$ cat config.mk
export PLATFORM = sky130hd
export DESIGN_NAME = msp_v1_frame_receiver_flat
export DESIGN_NICKNAME = d
export VERILOG_FILES = /design/src/hdl/mspfr_pkg.sv /design/src/hdl/mspfr_if.sv /design/src/hdl/mspfr_parser.sv /design/src/hdl/msp_v1_frame_receiver.sv /design/src/flat_wrapper.sv
export SDC_FILE = /design/constraint.sdc
export NUM_CORES = 1
export LEC_CHECK = 0
export BUFFER_PORTS_ARGS = -buffer_cell sky130_fd_sc_hd__buf_2
export CAP_MARGIN = 25
export CORE_MARGIN = 1
export CORE_UTILIZATION = 58
export DETAILED_ROUTE_END_ITERATION = 10
export HOLD_SLACK_MARGIN = 0.06
export MAX_ROUTING_LAYER = met4
export PLACE_DENSITY = 0.79
export SYNTH_ARGS = -nofsm -noshare
export SYNTH_HDL_FRONTEND = slang
export SYNTH_SLANG_ARGS = --single-unit
$ cat constraint.sdc
create_clock -name clk -period 3.29 [get_ports clk]
set_input_delay 0.1645 -clock clk [delete_from_list [all_inputs] [get_ports clk]]
set_output_delay 0.1645 -clock clk [all_outputs]
set_load 0.01 [all_outputs]
$ cat src/hdl/mspfr_pkg.sv
// Shared types and constants of the MSP v1 frame receiver.
package mspfr_pkg;

  typedef logic [7:0] byte_t;
  typedef logic [1:0] status_t;

  // Header characters
  localparam byte_t CH_DOLLAR = 8'h24;
  localparam byte_t CH_M      = 8'h4D;
  localparam byte_t CH_LT     = 8'h3C;

  localparam byte_t MAX_PAYLOAD_RESET = 8'd64;

  // Per-byte status codes
  localparam status_t ST_NONE     = 2'd0;
  localparam status_t ST_GOOD     = 2'd1;
  localparam status_t ST_BAD_CSUM = 2'd2;
  localparam status_t ST_SIZE_REJ = 2'd3;

  // Parser view toward the top level
  typedef struct packed {
    logic    hunting;
    status_t frame_status;
  } parser_stat_t;

endpackage

$ cat src/hdl/mspfr_if.sv
// Valid/ready stream interfaces for received bytes and frame status.
interface mspfr_byte_if import mspfr_pkg::*; ();
  logic  valid;
  logic  ready;
  byte_t rx_byte;

  modport source (output valid, output rx_byte, input ready);
  modport sink (input valid, input rx_byte, output ready);
endinterface

interface mspfr_status_if import mspfr_pkg::*; ();
  logic    valid;
  logic    ready;
  status_t frame_status;

  modport source (output valid, output frame_status, input ready);
  modport sink (input valid, input frame_status, output ready);
endinterface

$ cat src/hdl/mspfr_parser.sv
// Frame parsing state machine: one state update per received byte.
module mspfr_parser import mspfr_pkg::*; (
  input  logic         clk,
  input  logic         rst,
  input  logic         step,
  input  byte_t        rx_byte,
  input  byte_t        max_payload,
  output parser_stat_t stat
);

  localparam logic [2:0] PH_HUNT   = 3'd0;
  localparam logic [2:0] PH_DOLLAR = 3'd1;
  localparam logic [2:0] PH_M      = 3'd2;
  localparam logic [2:0] PH_ARROW  = 3'd3;
  localparam logic [2:0] PH_SIZE   = 3'd4;
  localparam logic [2:0] PH_BODY   = 3'd5;

  logic [2:0] phase, phase_next;
  byte_t      payload_size, payload_size_next;
  byte_t      payload_count, payload_count_next;
  byte_t      running_xor, running_xor_next;
  status_t    status_next;

  always_comb begin
    phase_next         = phase;
    payload_size_next  = payload_size;
    payload_count_next = payload_count;
    running_xor_next   = running_xor;
    status_next        = ST_NONE;
    case (phase)
      PH_DOLLAR: begin
        phase_next = (rx_byte == CH_M) ? PH_M : PH_HUNT;
      end
      PH_M: begin
        phase_next = (rx_byte == CH_LT) ? PH_ARROW : PH_HUNT;
      end
      PH_ARROW: begin
        if (rx_byte > max_payload) begin
          phase_next  = PH_HUNT;
          status_next = ST_SIZE_REJ;
        end else begin
          payload_size_next = rx_byte;
          running_xor_next  = rx_byte;
          phase_next        = PH_SIZE;
        end
      end
      PH_SIZE: begin
        // command byte
        running_xor_next   = running_xor ^ rx_byte;
        payload_count_next = '0;
        phase_next         = PH_BODY;
      end
      PH_BODY: begin
        if (payload_count < payload_size) begin
          running_xor_next   = running_xor ^ rx_byte;
          payload_count_next = payload_count + 8'd1;
        end else begin
          // checksum byte
          phase_next  = PH_HUNT;
          status_next = (running_xor == rx_byte) ? ST_GOOD : ST_BAD_CSUM;
        end
      end
      default: begin
        // hunting; unused codes fall here too
        phase_next = (rx_byte == CH_DOLLAR) ? PH_DOLLAR : PH_HUNT;
      end
    endcase
  end

  always_ff @(posedge clk) begin
    if (rst) begin
      phase <= PH_HUNT;
    end else if (step) begin
      phase <= phase_next;
    end
  end

  // Size, count and checksum are always written before they are read.
  always_ff @(posedge clk) begin
    if (step) begin
      payload_size  <= payload_size_next;
      payload_count <= payload_count_next;
      running_xor   <= running_xor_next;
    end
  end

  assign stat.hunting      = (phase == PH_HUNT);
  assign stat.frame_status = status_next;

endmodule

$ cat src/hdl/msp_v1_frame_receiver.sv
// Top level of the MSP v1 request frame receiver.
// Parses '$' 'M' '<' size command payload checksum request frames from a byte
// stream and returns one 2-bit status per received byte: none, frame good,
// checksum bad, or size rejected (size above max_payload). One byte is taken
// per clock while the output register is empty or being drained in the same
// cycle: the parser state updates on each accepted byte and the status lands
// in an output register, valid in the cycle after its byte is accepted.
// max_payload resets to 64; the user writes it through cfg_wr_en/cfg_wr_data
// only while the block is idle, which the block does not enforce. A bad
// header byte drops back to hunting and is not re-examined as a start byte.
module msp_v1_frame_receiver import mspfr_pkg::*; (
  input  logic  clk,
  input  logic  rst,
  input  logic  cfg_wr_en,
  input  byte_t cfg_wr_data,
  mspfr_byte_if.sink     rx,
  mspfr_status_if.source status
);

  byte_t        max_payload;
  parser_stat_t pstat;
  logic         rx_accept;
  logic         out_valid;
  status_t      out_status;

  // Config register
  always_ff @(posedge clk) begin
    if (rst) begin
      max_payload <= MAX_PAYLOAD_RESET;
    end else if (cfg_wr_en) begin
      max_payload <= cfg_wr_data;
    end
  end

  // Take a byte when the output register is free or emptying this cycle.
  assign rx.ready  = !out_valid || status.ready;
  assign rx_accept = rx.valid && rx.ready;

  mspfr_parser u_parser (
    .clk         (clk),
    .rst         (rst),
    .step        (rx_accept),
    .rx_byte     (rx.rx_byte),
    .max_payload (max_payload),
    .stat        (pstat)
  );

  // Output register
  always_ff @(posedge clk) begin
    if (rst) begin
      out_valid <= 1'b0;
    end else if (rx_accept) begin
      out_valid <= 1'b1;
    end else if (status.ready) begin
      out_valid <= 1'b0;
    end
  end

  always_ff @(posedge clk) begin
    if (rx_accept) begin
      out_status <= pstat.frame_status;
    end
  end

  assign status.valid        = out_valid;
  assign status.frame_status = out_status;

  // Any terminal status sends the parser back to hunting.
  a_end_to_hunt: assert property (@(posedge clk) disable iff (rst)
    rx_accept && (pstat.frame_status != ST_NONE) |=> pstat.hunting)
    else $error("parser not hunting after frame end");

  // Every accepted byte yields a pending status next cycle.
  a_accept_gives_status: assert property (@(posedge clk) disable iff (rst)
    rx_accept |=> status.valid)
    else $error("accepted byte produced no status");

  // An empty output register never stalls the input.
  a_empty_ready: assert property (@(posedge clk) disable iff (rst)
    !out_valid |-> rx.ready)
    else $error("input stalled with empty output register");

  // Status comes out only for an accepted byte.
  a_status_source: assert property (@(posedge clk) disable iff (rst)
    !rx_accept && !out_valid |=> !status.valid)
    else $error("status without a received byte");

endmodule
$ cat src/flat_wrapper.sv
// flat-port wrapper written by rule: the top's interface ports become plain ports
module msp_v1_frame_receiver_flat import mspfr_pkg::*;
  (clk, rst, cfg_wr_en, cfg_wr_data, rx_valid, rx_rx_byte, rx_ready, status_valid, status_frame_status, status_ready);
  mspfr_byte_if rx_i ();
  mspfr_status_if status_i ();
  input  logic clk;
  input  logic rst;
  input  logic cfg_wr_en;
  input  byte_t cfg_wr_data;
  input wire logic [$bits(rx_i.valid)-1:0] rx_valid;
  input wire logic [$bits(rx_i.rx_byte)-1:0] rx_rx_byte;
  output wire logic [$bits(rx_i.ready)-1:0] rx_ready;
  output wire logic [$bits(status_i.valid)-1:0] status_valid;
  output wire logic [$bits(status_i.frame_status)-1:0] status_frame_status;
  input wire logic [$bits(status_i.ready)-1:0] status_ready;
  assign rx_i.valid = rx_valid;
  assign rx_i.rx_byte = rx_rx_byte;
  assign rx_ready = rx_i.ready;
  assign status_valid = status_i.valid;
  assign status_frame_status = status_i.frame_status;
  assign status_i.ready = status_ready;
  msp_v1_frame_receiver u_core (.clk(clk), .rst(rst), .cfg_wr_en(cfg_wr_en), .cfg_wr_data(cfg_wr_data), .rx(rx_i), .status(status_i));
endmodule
==> results.json <==
{
  "synth_edf_count": 26,
  "hp-class": "in -> reg",
  "routedWlPerCell_um": 14.4,
  "cts_resized": 0,
  "fp-row-count": 22,
  "ys.flop_type": "edfxtp_1",
  "fin_crit_ns": 2.53,
  "drc": 0,
  "synth_cell_types": 44,
  "p_leak_nw": 0.987,
  "coreArea_um2": 3690,
  "grt_max_degree": 13,
  "critical_path_class": "reg -> reg",
  "grt-ovfl-total": 0,
  "period_share": 0.767,
  "clkSinkCount": 38,
  "clk_pin_slew_worst_paths_ns": 0.07,
  "dr.pass1.iters": 4,
  "die_height_um": 64.1,
  "holdBufCountCts": 0,
  "cts_buffers": 5,
  "cp_max_fo": 8,
  "worstPathArrival_ns": 2.45,
  "synth_common_cells": "edfxtp_1, nor2_1, inv_1",
  "ys_ff_latch": 38,
  "synth_top_area_frac": 0.349,
  "drt-total-wl_um": 4180,
  "post_cts_buffers": 0,
  "setup_tns_ns": 0,
  "cts_buffer_depth": 2,
  "cpMaxStageDelayCell": "edfxtp_1",
  "die_area_um2": 4100,
  "timing.hold.ws_ns": 0.0905,
  "nNetsFinal": 279,
  "endpoint_kind": "flip-flop",
  "cts-root-buf": "clkbuf_8",
  "peakVddDrop_mv": 0.217,
  "yosysMostFrequentCell": "edfxtp_1",
  "cts_max_level": 2,
  "areaGrowthSynthToFinish_pct": 11.4,
  "drive_above_1_share": 0.182,
  "synth_top_area_cell": "edfxtp_1",
  "synthesis.nets": 251,
  "cts_tree": "yes",
  "antenna_found_initial": 0,
  "avgSynthCellArea_um2": 10.5,
  "clock_skew_ns": 0.00748,
  "max_freq_mhz": 396,
  "synthArstFlopShare": 0,
  "io_pins": 25,
  "via_per_inst": 5.65,
  "io_buffers": 24,
  "max_stage_delay_ns": 0.42,
  "synth_warnings": 0,
  "relSlewSlack": 0.521,
  "slew_viol_final": 0,
  "finalNonFillerCells": 290,
  "powerDensity_nw_per_um2": 369,
  "synthesis.area_um2": 2230,
  "cp-start-kind": "flip-flop",
  "grt_pass1_vias": 1659,
  "initialDrtViolationCount": 79,
  "post-route-util": 0.675,
  "die_w_um": 64.1,
  "rsz0062_at_grt": "false",
  "place.detailed.hpwl_um": 3240,
  "outcome": "completed",
  "ant_nets": 0,
  "worstPathCellList": "ha_1 > a21o_2 > a211oi_1 > o21ai_2 > a311oi_2 > o21bai_1",
  "n_antenna_cell": 0,
  "initial_core_util": 0.606,
  "required_ns": 3.22,
  "grt_pass1_wl_um": 7210,
  "seq_area_frac_synth": 0.457,
  "hold_viol_final": 0,
  "clk_latency_ns": 0.29,
  "vias": 1639,
  "grt_use_total": 0.243,
  "synth_top_cells_by_area": "edfxtp_1, dfxtp_1, ha_1, xnor2_1, nor2_1",
  "syn_inst": 213,
  "place_inst": 282,
  "setup_viol": 0,
  "worstMarginPinSlew_ns": 0.717,
  "maxCapViolCount": 0,
  "place.gp.congestion": 0.889
}
## sequential cells by signal, indices dropped and copies added (netlist names)
name / flops
u_core.u_parser.running_xor: 8
u_core.u_parser.payload_size: 8
u_core.status.frame_status: 2
u_core.u_parser.phase: 3
u_core.max_payload: 8
u_core.u_parser.payload_count: 8
u_core.status.valid: 1
## per-stage QoR
| step | setup slack (ns) | cell area [um^2] | power, W |
|---|---|---|---|
| 2_1_floorplan | 0.698 | 2230 | 0.000585 |
| 3_3_place_gp | 0.895 | 2400 | 0.000615 |
| 3_5_place_dp | 0.783 | 2400 | 0.000618 |
| 4_1_cts | 0.766 | 2490 | 0.000923 |
| 5_1_grt | 0.672 | 2490 | 0.000951 |
| 6_report | 0.765 | 2490 | 0.000918 |
## per-layer routing
layer	track usage	wire length (um)	vias to the layer above
met3	0.0518	165	9
li1	-	-	816
met5	-	0	-
met2	0.403	2090	38
met1	0.281	1840	776
met4	0.111	81	0
## critical path, delay by kind of cell (launching register included)
family / cells / cell delay [ns]
flip-flops: 1 / 0.42
AO/OA/AOI/OAI: 5 / 1.43
adder cells (fa/ha/maj): 1 / 0.31
## kinds of logic (layout without fill, tap and decap cells)
family / Yosys count / in the layout / share of synthesized area
XOR/XNOR: 22 / 22 / 0.0862
buffers and inverters: 24 / 53 / 0.0420
adder cells (fa/ha/maj): 17 / 17 / 0.0952
multiplexers: 7 / 7 / 0.0314
AO/OA/AOI/OAI: 33 / 33 / 0.121
flip-flops: 38 / 38 / 0.457
AND/OR/NAND/NOR: 72 / 72 / 0.167
## final cells by class
type / count / area, um^2
inverter: 20 / 75.1
clock inverter: 3 / 16.3
tap: 48 / 60.1
sequential: 38 / 1020
timing repair buffer: 25 / 128
fill: 313 / 1200
clock buffer: 5 / 68.8
multi-input combinational: 151 / 1120
## path summary, 6_finish.rpt
kind | depth (start not counted) | to | slack [ns] | from
worst min-delay path | 3 | u_core.max_payload[6] | 0.09 | cfg_wr_data[6]
worst max register to register | 6 | u_core.u_parser.running_xor[7] | 0.76 | u_core.u_parser.payload_count[6]
worst max-delay path | 6 | u_core.u_parser.running_xor[7] | 0.76 | u_core.u_parser.payload_count[6]
worst min register to register | 2 | u_core.max_payload[6] | 0.49 | u_core.max_payload[6]
## where the power goes
| group | switching [W] | internal [W] | total, W |
|---|---|---|---|
| Clock | 0.000167 | 0.000145 | 0.000312 |
| Sequential | 0.00000600 | 0.000516 | 0.000522 |
| Combinational | 0.0000468 | 0.0000384 | 0.0000852 |
## cell usage in the layout (no fill, tap or decap), types with 2 or more instances in the layout
| cell | netlist | layout |
|---|---|---|
| o211ai_1 | 3 | 3 |
| buf_2 | 0 | 24 |
| nand2_1 | 13 | 13 |
| o21a_1 | 2 | 2 |
| clkbuf_8 | 0 | 5 |
| mux2i_1 | 7 | 7 |
| xor2_1 | 5 | 5 |
| and3_1 | 2 | 2 |
| nand3_1 | 12 | 12 |
| a21oi_1 | 6 | 6 |
| edfxtp_1 | 26 | 26 |
| nor2b_1 | 2 | 2 |
| dfxtp_1 | 12 | 12 |
| nor2_1 | 25 | 25 |
| xnor2_1 | 17 | 17 |
| a21o_2 | 2 | 2 |
| a21boi_1 | 3 | 3 |
| ha_1 | 17 | 17 |
| o32ai_1 | 2 | 2 |
| o21ai_0 | 3 | 3 |
| inv_1 | 20 | 20 |
| nand4_1 | 6 | 6 |
| nor4bb_1 | 2 | 2 |
| nor3_1 | 2 | 2 |
No activity file was read; power rests on OpenSTA's default activity.
